### src/hdl/cbpmn_pkg.sv
// package for the complex base point minimum norm unit
// holds the microcode format, sequencer codes, program rom and radix tables
// no dependencies
`timescale 1ns / 1ps
`default_nettype none

package cbpmn_pkg;

  localparam int PcW = 4;

  // datapath operations
  localparam logic [3:0] OpLoad = 4'd0;
  localparam logic [3:0] OpNop  = 4'd1;
  localparam logic [3:0] OpMulQ = 4'd2;
  localparam logic [3:0] OpMulR = 4'd3;
  localparam logic [3:0] OpCorr = 4'd4;
  localparam logic [3:0] OpAcc  = 4'd5;
  localparam logic [3:0] OpAbs  = 4'd6;
  localparam logic [3:0] OpSq   = 4'd7;
  localparam logic [3:0] OpSum  = 4'd8;
  localparam logic [3:0] OpFin  = 4'd9;

  // branch conditions
  localparam logic [1:0] CndNext     = 2'd0;
  localparam logic [1:0] CndRestZero = 2'd1;
  localparam logic [1:0] CndRestNz   = 2'd2;
  localparam logic [1:0] CndWait     = 2'd3;

  // register map
  localparam logic [2:0] AddrRealPart = 3'd0;

  localparam logic [63:0] CoordLimit = 64'd2147483647;
  localparam logic [63:0] NoneYet    = '1;

  typedef struct packed {
    logic [3:0]     op;
    logic [1:0]     cond;
    logic [PcW-1:0] target;
  } ucode_t;

  typedef struct packed {
    logic go;
    logic rest_zero;
  } seq_stat_t;

  // program: one control word per step
  function automatic ucode_t ucode_rom(input logic [PcW-1:0] pc);
    ucode_t w;
    unique case (pc)
      4'd0:    w = '{op: OpLoad, cond: CndWait,     target: 4'd1};
      4'd1:    w = '{op: OpNop,  cond: CndRestZero, target: 4'd6};
      4'd2:    w = '{op: OpMulQ, cond: CndNext,     target: 4'd0};
      4'd3:    w = '{op: OpMulR, cond: CndNext,     target: 4'd0};
      4'd4:    w = '{op: OpCorr, cond: CndNext,     target: 4'd0};
      4'd5:    w = '{op: OpAcc,  cond: CndRestNz,   target: 4'd2};
      4'd6:    w = '{op: OpAbs,  cond: CndNext,     target: 4'd0};
      4'd7:    w = '{op: OpSq,   cond: CndNext,     target: 4'd0};
      4'd8:    w = '{op: OpSum,  cond: CndNext,     target: 4'd0};
      4'd9:    w = '{op: OpFin,  cond: CndWait,     target: 4'd0};
      default: w = '{op: OpNop,  cond: CndWait,     target: 4'd0};
    endcase
    return w;
  endfunction

  // digit radix r*r+1, real part zero reads as one
  function automatic logic [7:0] radix_of(input logic [3:0] r);
    logic [7:0] d;
    unique case (r)
      4'd0, 4'd1: d = 8'd2;
      4'd2:  d = 8'd5;
      4'd3:  d = 8'd10;
      4'd4:  d = 8'd17;
      4'd5:  d = 8'd26;
      4'd6:  d = 8'd37;
      4'd7:  d = 8'd50;
      4'd8:  d = 8'd65;
      4'd9:  d = 8'd82;
      4'd10: d = 8'd101;
      4'd11: d = 8'd122;
      4'd12: d = 8'd145;
      4'd13: d = 8'd170;
      4'd14: d = 8'd197;
      default: d = 8'd226;
    endcase
    return d;
  endfunction

  // floor(2^32 / radix), quotient estimate is short by at most one
  function automatic logic [31:0] recip_of(input logic [3:0] r);
    logic [31:0] m;
    unique case (r)
      4'd0, 4'd1: m = 32'd2147483648;
      4'd2:  m = 32'd858993459;
      4'd3:  m = 32'd429496729;
      4'd4:  m = 32'd252645135;
      4'd5:  m = 32'd165191049;
      4'd6:  m = 32'd116080197;
      4'd7:  m = 32'd85899345;
      4'd8:  m = 32'd66076419;
      4'd9:  m = 32'd52377649;
      4'd10: m = 32'd42524428;
      4'd11: m = 32'd35204649;
      4'd12: m = 32'd29620464;
      4'd13: m = 32'd25264513;
      4'd14: m = 32'd21801864;
      default: m = 32'd19004280;
    endcase
    return m;
  endfunction

endpackage

`default_nettype wire

### src/hdl/cbpmn_seq.sv
// microcode sequencer: step counter, program rom and branch logic
// depends on cbpmn_pkg
`timescale 1ns / 1ps
`default_nettype none

module cbpmn_seq (
  input  logic                  clk,
  input  logic                  rst,
  input  cbpmn_pkg::seq_stat_t  stat,
  output cbpmn_pkg::ucode_t     uword
);
  import cbpmn_pkg::*;

  logic [PcW-1:0] pc;
  logic [PcW-1:0] pc_next;

  assign uword = ucode_rom(pc);

  always_comb begin
    unique case (uword.cond)
      CndNext:     pc_next = pc + 1'b1;
      CndRestZero: pc_next = stat.rest_zero ? uword.target : pc + 1'b1;
      CndRestNz:   pc_next = stat.rest_zero ? pc + 1'b1 : uword.target;
      CndWait:     pc_next = stat.go ? uword.target : pc;
      default:     pc_next = '0;
    endcase
  end

  always_ff @(posedge clk) begin
    if (rst) begin
      pc <= '0;
    end else begin
      pc <= pc_next;
    end
  end

endmodule

`default_nettype wire

### config.mk
export PLATFORM = sky130hd
export DESIGN_NAME = cbpmn_seq
export DESIGN_NICKNAME = d
export VERILOG_FILES = /design/src/hdl/cbpmn_pkg.sv /design/src/hdl/cbpmn_seq.sv
export SDC_FILE = /design/constraint.sdc
export NUM_CORES = 1
export LEC_CHECK = 0
export ABC_AREA = 1
export BUFFER_PORTS_ARGS = -buffer_cell sky130_fd_sc_hd__buf_2
export CAP_MARGIN = 25
export CORE_MARGIN = 2
export CORE_UTILIZATION = 56
export CTS_CLUSTER_DIAMETER = 200
export DETAILED_ROUTE_END_ITERATION = 10
export PLACE_DENSITY = 0.83
export SLEW_MARGIN = 10
export SYNTH_ARGS = -nofsm -noshare
export SYNTH_HDL_FRONTEND = slang
export SYNTH_SLANG_ARGS = --single-unit
export TNS_END_PERCENT = 20
### constraint.sdc
create_clock -name clk -period 2.8 [get_ports clk]
set_input_delay 0.14 -clock clk [delete_from_list [all_inputs] [get_ports clk]]
set_output_delay 0.14 -clock clk [all_outputs]
set_load 0.01 [all_outputs]
== Yosys cells after proc, flatten, opt, wreduce, memory -nomap -nowiden ==
Memory sizes are Yosys's and may differ from the RTL's. A register that Yosys moved wholly into a read port is not among the register bits.
Cells that the tools add are included.

* Bits in writable memories: 0
* Logic and storage cells: 14
* Bits of input ports: 4
* Latch bits: 0
* Output and inout bits: 10
* Memories kept: 1
* Bits in read-only memories: 144
* Register bits after elaboration: 4

* $add $sub $neg: 1
* Div/mod/pow operators: 0
* Mux-type cells: 6
* Shift-type cells: 0
* Order comparisons: 0
* $mul: 0
* Eq/ne operators: 4
* Reductions and logical operators: 1
* Bitwise operators: 0

{| class="wikitable"
|+ Memory list
! name !! depth !! width !! read ports !! clocked after memory_dff !! wr ports !! RTL line !! source
|-
| (no name shown) || 16 || 9 || 1 || 1 || 0 || cbpmn_pkg.sv:49 || <nowiki>unique case (pc)</nowiki>
|}

{| class="wikitable"
|+ Operator list
! kind !! number
|-
| $mux W4 || 5
|-
| $pmux W4 S4 || 1
|-
| $add A4 B1 Y4 const B || 1
|-
| $eq A2 B2 Y1 const B || 2
|-
| $eq A2 B1 Y1 const B || 1
|-
| $logic_not A2 Y1 || 1
|-
| $ne A2 B2 Y1 const B || 1
|}

== Depth between registers and ports, before layout ==
Gate-level depths: netlist of the first run.

* Depth after elaboration: 5
* Depth in mapped cells: 12
* Gate-level depth less buffers: 12

== Least setup slack after synthesis of the first run ==
Ideal clock, no wire load.

* Path kind: reg2reg
* Start point: register pc[0]
* End point: register uword[6] (netlist name)
* Library setup time: 0.118 ns
* Required time: 2.682 ns
* Path buffers: 0
* Data arrival time: 1.308 ns
* Stages on the path, launching flop included: 12
* Setup slack: 1.374 ns
* Clock period less this slack: 1.426 ns
* Cell sequence: dfxtp_1 -> ha_1 -> inv_1 -> nand2_1 -> nand3_1 -> nand3_1 -> nand2_1 -> nand2_2 -> nand2_4 -> nand3_4 -> nand2_2 -> o21ai_1

* Word-level cells in the longest chain between the ends: 5
* Elaborated cells between the ends (all ways): 6
* Classes of those cells: add/sub (1); mux (5)

{| class="wikitable"
|+ RTL lines
! item !! RTL line !! source
|-
| start, declared || cbpmn_seq.sv:14 || <nowiki>logic [PcW-1:0] pc;</nowiki>
|-
| start signal, assigned || cbpmn_seq.sv:33 || <nowiki>pc <= pc_next;</nowiki>
|-
| $add A4 B1 Y4 || cbpmn_seq.sv:21, cbpmn_seq.sv:22, cbpmn_seq.sv:23 ||
|-
| $mux W4, on equally long branches || cbpmn_seq.sv:23, cbpmn_seq.sv:22 ||
|-
| $pmux W4 S4 || cbpmn_seq.sv:20 || <nowiki>unique case (uword.cond)</nowiki>
|-
| $mux W4 (no source line) (*) (2 in series) || -- ||
|}

Every way passes the cells marked *; elsewhere a longest branch is shown, timed or not.
A chain may end at the register's enable or synchronous reset.

== Worst setup path after layout of the first run ==
* Start point: register pc[0]
* End point: register uword[6] (netlist name)

* Word-level cells in the longest chain between the ends: 5
* Elaborated cells between the ends (all ways): 6
* Classes of those cells: add/sub (1); mux (5)

{| class="wikitable"
|+ RTL lines
! item !! RTL line
|-
| $add A4 B1 Y4 || cbpmn_seq.sv:21, cbpmn_seq.sv:22, cbpmn_seq.sv:23
|-
| $mux W4, on equally long branches || cbpmn_seq.sv:23, cbpmn_seq.sv:22
|-
| $pmux W4 S4 || cbpmn_seq.sv:20
|-
| $mux W4 (no source line) (*) (2 in series) || --
|}

Marks and branches as above.

==> reports/results.ini, run 1 <==
[finish]
nets = 121
drive_gt1_share_pct = 35.7
syn_to_final_growth_pct = 11.7
n_antenna_cell = 0
fillers = 111

[global_route]
antenna_found_initial = 0
overflow = 0
grt_pass1_wl_mm = 2.29
grt_pass1_vias = 601
grt_max_degree = 11
grt_util_all_layers_pct = 22.1

[detailed_routing]
drc = 0
post_drt_wl_per_cell_um = 10.1
dr.pass1.iters = 4
ant_nets = 0
vias = 651
drt_wl_total_mm = 1.31
via_per_inst = 5.01
drt_iter0_drc = 12

[clocking]
path_clk_slew_ns = 0.07
ctsHoldBuffers = 0
htreeDepth = 1
clk_latency_ns = 0.27
numCtsBuffers = 3
cts_resized = 0
post_cts_buffers = 0
clockBufferDepth = 2
root_buffer = clkbuf_4
cts_tree = yes
clock_sinks = 13

[worst_setup_path]
crit_path_start_kind = register
path_delay_family = simple AND/OR/NAND/NOR gates
required_ns = 2.96
arrival_ns = 1.76
slowest_stage = dfxtp_1
cp-end-kind = register
worst-setup-path-type = register to register
path_cells = ha_1, inv_1, nand2_1, nand3_1, nand3_1, nand2_1, nand2_2, nand2_4, nand3_4, nand2_2, o21ai_1
worstPathMaxFanout = 5
path_buf_inv = 1
critPathMaxStageDelay_ns = 0.36

[sta]
rsz0062_at_grt = no
hold_slack_ns = 0.259
slew_viol_final = 0
setup_viol = 0
tns_ns = 0
skew_ns = 0.00336
fmax_mhz = 626
min_period_ns = 1.60
hold_viol_final = 0
fin_crit_sh_pct = 57.1

[synth]
synth_seq_cells = 13
seq_area_frac_synth_pct = 35.3
ys.flop_type = dfxtp_1
syn_area_per_cell_sq_um = 7.31
synthArstFlopShare_pct = 0
syn_area_sq_um = 738
yosysUniqueCellTypes = 25
synth_edf_count = 0
syn_inst = 101
synth.net_count = 106
yosysWarningCount = 0

[placement]
portBuffers = 12
dp_hpwl_mm = 1.09
gp_congestion = 0.760

[power]
ir_drop_v = 0.000692
clockPowerShare_pct = 11.4
seqPwrFrac_pct = 35.6
pwr-share-comb_pct = 53.0
p_leak_nw = 0.430
swShare_pct = 46.5
p_switching_uw = 443
p_per_area_nw_per_um2 = 1160
internal_power_uw = 510

[worst_hold_path]
hp-class = input pin to register

[die]
die_w_um = 40.3
initial_core_util_pct = 58.2
die_y_um = 40.3
core_area_sq_um = 1270
io_pins = 14
row_count = 13
die_area_sq_um = 1620

[flow_run]
cap_violations = 0

[status]
status = finished, final reports clean

path summary, 6_finish.rpt:
check	from	endpoint	slack, ns	depth (start not counted)
min	stat[1]	pc[2]$_SDFFE_PP0N_	0.26	4
min reg2reg	pc[3]$_SDFFE_PP0N_	uword[8]$_SDFF_PP0_	0.63	3
max reg2reg	pc[0]$_SDFFE_PP0N_	uword[6]$_DFF_P_	1.20	11
max	pc[0]$_SDFFE_PP0N_	uword[6]$_DFF_P_	1.20	11
area by class of cell:
cell class | count | area, sq um | area share (%)
Multi-Input combinational cell | 65 | 378 | 45.8
Clock buffer | 4 | 26.3 | 3.19
Inverter | 21 | 81.3 | 9.86
Sequential cell | 13 | 260 | 31.6
Tap cell | 15 | 18.8 | 2.28
Timing Repair Buffer | 12 | 60.1 | 7.28
cells in the final DEF (no fill, tap or decap), types with 2 or more instances in the layout:
cell,Yosys,routed
nand2_2,9,9
nor2_1,10,10
nand4_1,2,2
nand3_1,8,8
buf_2,0,12
nor2_2,2,2
dfxtp_1,13,13
inv_2,6,6
nand2_1,18,18
clkbuf_4,0,3
o21ai_1,2,2
inv_1,13,13
o21ai_2,3,3
nand3_4,2,2
logic make-up after synthesis:
kind of cell / after synthesis / share of synthesized area (%)
DFF: 13 / 35.3
AOI/OAI and AO/OA: 7 / 7.80
buffers and inverters: 23 / 13.6
other: 1 / 0.508
and+or+nand+nor: 55 / 40.0
adders and majority gates: 1 / 1.69
xor gates and xnor gates: 1 / 1.19
cell usage after synthesis, types with 2 or more instances:
cell type / count / area share (%)
o21ai_1: 2 / 1.4
nand2_2: 9 / 7.6
nand4_1: 2 / 1.7
nand3_4: 2 / 4.7
o21ai_2: 3 / 3.6
nor2_1: 10 / 5.1
dfxtp_1: 13 / 35
nand3_1: 8 / 5.4
inv_2: 6 / 3.1
nand2_1: 18 / 9.2
inv_1: 13 / 6.6
nor2_2: 2 / 1.7
routing by layer:
metal / GRT usage (%) / wire, um / vias to the layer above
li1: - / - / 337
met1: 24.6 / 562 / 281
met2: 37.9 / 633 / 24
met3: 3.89 / 64 / 9
met4: 15.0 / 54 / 0
met5: 0 / 0 / -
sequential cells by signal, summed over array words and instances (netlist names):
register,flops
uword,9
pc,4
tightest hold or removal path: stages:
cell and delay (ns):
buf_2 0.07, inv_1 0.06, nand3_4 0.11, a21oi_4 0.09
power by group through the flow:
stage	clock [mW]	sequential (mW)	combinational, mW
6_report	0.109	0.340	0.505
5_1_grt	0.119	0.352	0.579
4_1_cts	0.112	0.340	0.511
3_5_place_dp	0	0.344	0.509
3_3_place_gp	0	0.342	0.494
2_1_floorplan	0	0.345	0.394
stage by stage:
| stage | util (%) | total power, mW | setup slack [ns] | std cells | cell area (sq um) |
|---|---|---|---|---|---|
| 5_1_grt | 65.0 | 1.05 | 1.04 | 130 | 825 |
| 3_5_place_dp | 62.9 | 0.853 | 1.21 | 126 | 798 |
| 6_report | 65.0 | 0.954 | 1.20 | 130 | 825 |
| 4_1_cts | 65.0 | 0.964 | 1.19 | 130 | 825 |
| 3_3_place_gp | 62.9 | 0.836 | 1.23 | 126 | 798 |
| 2_1_floorplan | - | 0.739 | 1.37 | 101 | 738 |
(Power assumes the default switching activity.)
==> inputs of run 2 (changes only) <==
Settings changed: ABC_AREA 1 to 0, CORE_UTILIZATION 56 to 46, PLACE_DENSITY 0.83 to 0.73.
Clock period 2.8 ns to 1.3 ns, I/O delays scaled along.
==> run 2 against run 1 <==
  * The run now ends with setup timing left
  * Synthesized cell count down 23%
  * Register-to-register slack got worse by 1.6 ns
  * Hold slack got worse by 0.20 ns
  * Worst setup slack worse by 1.6 ns
  * Critical path depth fell by 6
  * Final cell count is 0.77% higher
  * Sequential cell count unchanged
  * Final area up 28%
  * Largest cell class unchanged
==> reports/results.ini, run 2 <==
[synth]
synth_top_area_cell = dfxtp_1
syn_area_sq_um = 696
seq_area_frac_synth_pct = 37.4
synthArstFlopShare_pct = 0
synth_edf_count = 0
syn_inst = 78
synth_common_cells = dfxtp_1, nor2_1
synth.net_count = 83
synthTopCellsByArea = dfxtp_1, nor2b_1, nor2_1, o21a_1, mux2i_1
yosysWarningCount = 0
yosysUniqueCellTypes = 38
syn_area_per_cell_sq_um = 8.92
netlist.area_leader.share_pct = 37.4
synth_seq_cells = 13
synth.most_common_cell = dfxtp_1
ys.flop_type = dfxtp_1

[worst_setup_path]
critPathCapture = uword[5]$_DFF_P_
r2r_slack_ns = -0.38
cp_num_cells = 5
arrival_ns = 1.85
cp-end-kind = register
path_cells = ha_4, or3_4, a32oi_4, nand2b_1, o221a_1
crit_path_start_kind = register
timing.rr.start = pc[0]$_SDFFE_PP0N_
path_buf_inv = 0
r2r_end = uword[5]$_DFF_P_
slowest_stage = or3_4
critPathMaxStageDelay_ns = 0.35
critPathLaunch = pc[0]$_SDFFE_PP0N_
path_delay_family = compound AO/OA/AOI/OAI gates
required_ns = 1.47
worst-setup-path-type = register to register
worstPathMaxFanout = 4
ff2ff_path_depth = 5

[global_route]
overflow = 0
grt_max_degree = 9
grt_pass1_vias = 675
grt_pass1_wl_mm = 2.82
antenna_found_initial = 0
grt_util_all_layers_pct = 20.5

[status]
violations = setup timing
status = finished, violations left

[finish]
final_util_pct = 72.4
final_common_cell = buf_4
layout_common_cells = buf_4, buf_2, dfxtp_1
largest_register_ffs = 9
n_antenna_cell = 0
nets = 121
syn_to_final_growth_pct = 51.3
drive_gt1_share_pct = 49.6
fin_cells = 131
fillers = 122

[sta]
fin_crit_sh_pct = 129
rsz0062_at_grt = yes
slew_viol_final = 0
min_period_ns = 1.68
skew_ns = 0.00403
hold_viol_final = 0
setup_viol = 12
fmax_mhz = 595
setup_ws_ns = -0.381

[power]
swShare_pct = 39.3
ir_drop_v = 0.00147
clockPowerShare_pct = 9.1
seqPwrFrac_pct = 26.2
p_leak_nw = 0.481
p_total_mw = 2.75
p_per_area_nw_per_um2 = 2610
internal_power_mw = 1.67
p_switching_mw = 1.08
pwr-share-comb_pct = 64.7

[placement]
dp_cells = 122
portBuffers = 12
dp_hpwl_mm = 1.31
gp_congestion = 0.832

[die]
io_pins = 14
die_area_sq_um = 1840
row_count = 14
die_w_um = 42.9
core_area_sq_um = 1450
die_y_um = 42.9
initial_core_util_pct = 47.8

[clocking]
ctsHoldBuffers = 0
clock_sinks = 13
clk_latency_ns = 0.28
cts_tree = yes
numCtsBuffers = 3
clockBufferDepth = 2
htreeDepth = 1
path_clk_slew_ns = 0.08
root_buffer = clkbuf_4

[detailed_routing]
drt_iter0_drc = 9
post_drt_wl_per_cell_um = 13.7
via_per_inst = 5.60
vias = 733
dr.pass1.iters = 4
drc = 0
ant_nets = 0
drt_wl_total_mm = 1.80

[worst_hold_path]
hp-class = input pin to register

[flow_run]
cap_violations = 0

==> run 2: repair_timing <==
action	4_1_cts	5_1_grt
endpoints found under the setup margin	12	13
gates resized for setup	4	6
pin swaps	2	4
setup buffers	2	3
==> run 2: worst min-delay path by stage <==
stage,startpoint,end,depth (start not counted)
2_1_floorplan,rst,pc[1]$_SDFFE_PP0N_,2
3_5_place_dp,rst,pc[0]$_SDFFE_PP0N_,2
6_report,rst,uword[9]$_SDFF_PP0_,2
4_1_cts,rst,pc[0]$_SDFFE_PP0N_,2
3_3_place_gp,rst,pc[0]$_SDFFE_PP0N_,2
5_1_grt,rst,uword[9]$_SDFF_PP0_,2
==> run 2: stage by stage <==
step           setup WS [ns]  TNS [ns]  area, sq um  hold WS, ns
2_1_floorplan         -0.322     -1.81          748        0.346
3_3_place_gp          -0.392     -2.84          948        0.329
3_5_place_dp          -0.400     -3.01          948        0.332
4_1_cts               -0.361     -2.73         1010       0.0510
5_1_grt               -0.448     -3.82         1050       0.0654
6_report              -0.381     -3.16         1050       0.0619
==> run 2: cell type report <==
type | instances | area (sq um) | area share [%]
clock buffers | 4 | 26.3 | 2.50
flip-flops and latches | 13 | 268 | 25.4
multi-input cells | 59 | 487 | 46.3
inverters | 3 | 11.3 | 1.07
well taps | 16 | 20.0 | 1.90
repair buffers | 36 | 240 | 22.8
==> run 2: per-layer routing <==
metal | track usage [%] | up-vias | part of all wire, %
li1 | - | 359 | -
met2 | 37.6 | 26 | 54
met3 | 2.98 | 2 | 4.6
met1 | 22.7 | 346 | 41
met5 | 0 | - | 0
met4 | 10.0 | 0 | 0.78
==> run 2: worst reg2reg max path, cell delays in order, from the launching register on <==
cell and delay (ns):
dfxtp_2 0.34, ha_4 0.24, or3_4 0.35, a32oi_4 0.28, nand2b_1 0.13, o221a_1 0.24
==> run 2: cells by family (layout without fill, tap and decap cells) <==
family	Yosys count	count (layout)	synth area share, %
DFF	13	13	37.4
and+or+nand+nor	30	30	23.0
muxes	5	5	8.63
adders and majority gates	1	1	1.80
AOI/OAI and AO/OA	22	22	23.7
other	1	1	0.539
buffers and inverters	6	43	4.86
==> run 2: power groups by stage <==
stage / sequential, mW / combinational [mW] / clock, mW
after detailed placement: 0.729 / 1.50 / 0
final: 0.719 / 1.78 / 0.251
after floorplan: 0.796 / 0.816 / 0
after global routing: 0.747 / 1.91 / 0.275
after CTS: 0.721 / 1.60 / 0.249
after global placement: 0.721 / 1.47 / 0
==> inputs of run 3 (changes only) <==
Settings changed: CORE_UTILIZATION 46 to 51, HOLD_SLACK_MARGIN set to 0.03, PLACE_DENSITY 0.73 to 0.77.
Clock period 1.3 ns to 1.6 ns, I/O delays scaled along.
==> run 3 against run 2 <==
  * The run still ends with setup timing left
  * Maximum frequency is 1.4% higher
  * Clock skew is essentially flat
  * Routed wire length fell by 6.1%
  * Final area shrank 8.6%
  * Worst setup slack improved by 0.32 ns
  * Sequential power decreased by 17%
  * First-iteration DRC count grew 110%
  * Via count shrank 6.8%
  * Clock-buffer cell count unchanged
  * Critical endpoint unchanged
  * Largest cell class unchanged
==> reports/results.ini, run 3 (same netlist as run 2, synthesis figures left out) <==
[die]
core_area_sq_um = 1280
die_w_um = 40.9
initial_core_util_pct = 54.1
io_pins = 14
die_area_sq_um = 1680
row_count = 13
die_y_um = 40.9

[power]
clockPowerShare_pct = 9.8
internal_power_mw = 1.21
ir_drop_v = 0.00117
p_leak_nw = 0.430
seqPwrFrac_pct = 29.3
p_switching_uw = 827
swShare_pct = 40.6
pwr-share-comb_pct = 60.9
p_per_area_nw_per_um2 = 2120

[placement]
dp_slack_ns = -0.112
portBuffers = 12
dp_hpwl_mm = 1.23
gp_congestion = 0.828

[detailed_routing]
vias = 683
drt_iter0_drc = 19
dr.pass1.iters = 4
drc = 0
drt_wl_total_mm = 1.69
post_drt_wl_per_cell_um = 14.2
ant_nets = 0
via_per_inst = 5.74

[worst_setup_path]
timing.rr.start = pc[0]$_SDFFE_PP0N_
critPathLaunch = pc[0]$_SDFFE_PP0N_
worstPathMaxFanout = 5
crit_path_start_kind = register
required_ns = 1.76
cp-end-kind = register
arrival_ns = 1.82
worst-setup-path-type = register to register

[flow_run]
cap_violations = 0

[global_route]
antenna_found_initial = 0
grt_util_all_layers_pct = 23.3
grt_max_degree = 9
overflow = 0
grt_pass1_wl_mm = 2.49
grt_pass1_vias = 592

[clocking]
cts_tree = yes
numCtsBuffers = 3
clock_sinks = 13
clk_latency_ns = 0.27
ctsHoldBuffers = 0
root_buffer = clkbuf_4
path_clk_slew_ns = 0.08
htreeDepth = 1
clockBufferDepth = 2

[finish]
drive_gt1_share_pct = 43.3
syn_to_final_growth_pct = 38.3
layout_common_cells = buf_4, buf_2, dfxtp_1
largest_register_ffs = 9
n_antenna_cell = 0
nets = 110
final_common_cell = buf_4

[sta]
fmax_mhz = 603
slew_viol_final = 0
skew_ns = 0.00368
fin_crit_sh_pct = 104
rsz0062_at_grt = yes
hold_slack_ns = 0.0907
setup_ws_ns = -0.0576
hold_viol_final = 0
tns_ns = -0.128
setup_viol = 3
min_period_ns = 1.66

[status]
status = finished, violations left
violations = setup timing

[worst_hold_path]
hp-class = input pin to register
hp-start = rst

run 3: power by group through the flow:
| stage | combinational (mW) | clock, mW | sequential (mW) |
|---|---|---|---|
| 2_1_floorplan | 0.663 | 0 | 0.647 |
| 3_3_place_gp | 1.11 | 0 | 0.587 |
| 3_5_place_dp | 1.13 | 0 | 0.595 |
| 4_1_cts | 1.17 | 0.205 | 0.588 |
| 5_1_grt | 1.33 | 0.217 | 0.611 |
| 6_report | 1.24 | 0.199 | 0.598 |
run 3: final cells by class:
cell class                      instances  area (sq um)
Clock buffer                            4          26.3
Fill cell                             100           323
Inverter                                3          11.3
Multi-Input combinational cell         59           478
Sequential cell                        13           270
Tap cell                               15          18.8
Timing Repair Buffer                   25           158
run 3: path summary, 6_finish.rpt:
| check | slack [ns] | depth (start not counted) | to |
|---|---|---|---|
| min | 0.09 | 2 | pc[1]$_SDFFE_PP0N_ |
| min reg2reg | 0.66 | 3 | uword[7]$_SDFF_PP0_ |
| max reg2reg | -0.06 | 5 | uword[5]$_DFF_P_ |
| max | -0.06 | 5 | uword[5]$_DFF_P_ |
run 3: timing repair:
| item | CTS | global route |
|---|---|---|
| setup buffers | 1 | 0 |
| resized for setup | 3 | 6 |
| pin swaps | 1 | 0 |
| setup endpoints to repair | 5 | 7 |
run 3: layer usage:
metal | vias up | share of wire (%) | GRT usage [%] | routed length (um)
met4 | 0 | 1.4 | 16.7 | 23
met1 | 324 | 44 | 26.6 | 735
met3 | 4 | 4.1 | 3.80 | 69
met2 | 18 | 51 | 38.7 | 861
li1 | 337 | - | - | -
met5 | - | 0 | 0 | 0
run 3: per-stage QoR:
step	power (mW)	area (sq um)	utilization [%]	cells
after floorplan	1.31	748	-	78
after global placement	1.70	895	69.6	114
after detailed placement	1.72	895	69.6	114
after CTS	1.97	940	73.1	119
after global routing	2.16	962	74.9	119
final	2.04	962	74.9	119
run 3: critical path, cell delays in order (launching register included):
cell and delay [ns]:
dfxtp_2 0.34, ha_4 0.24, or3_4 0.39, a32oi_4 0.25, nand2b_1 0.11, o221a_1 0.21
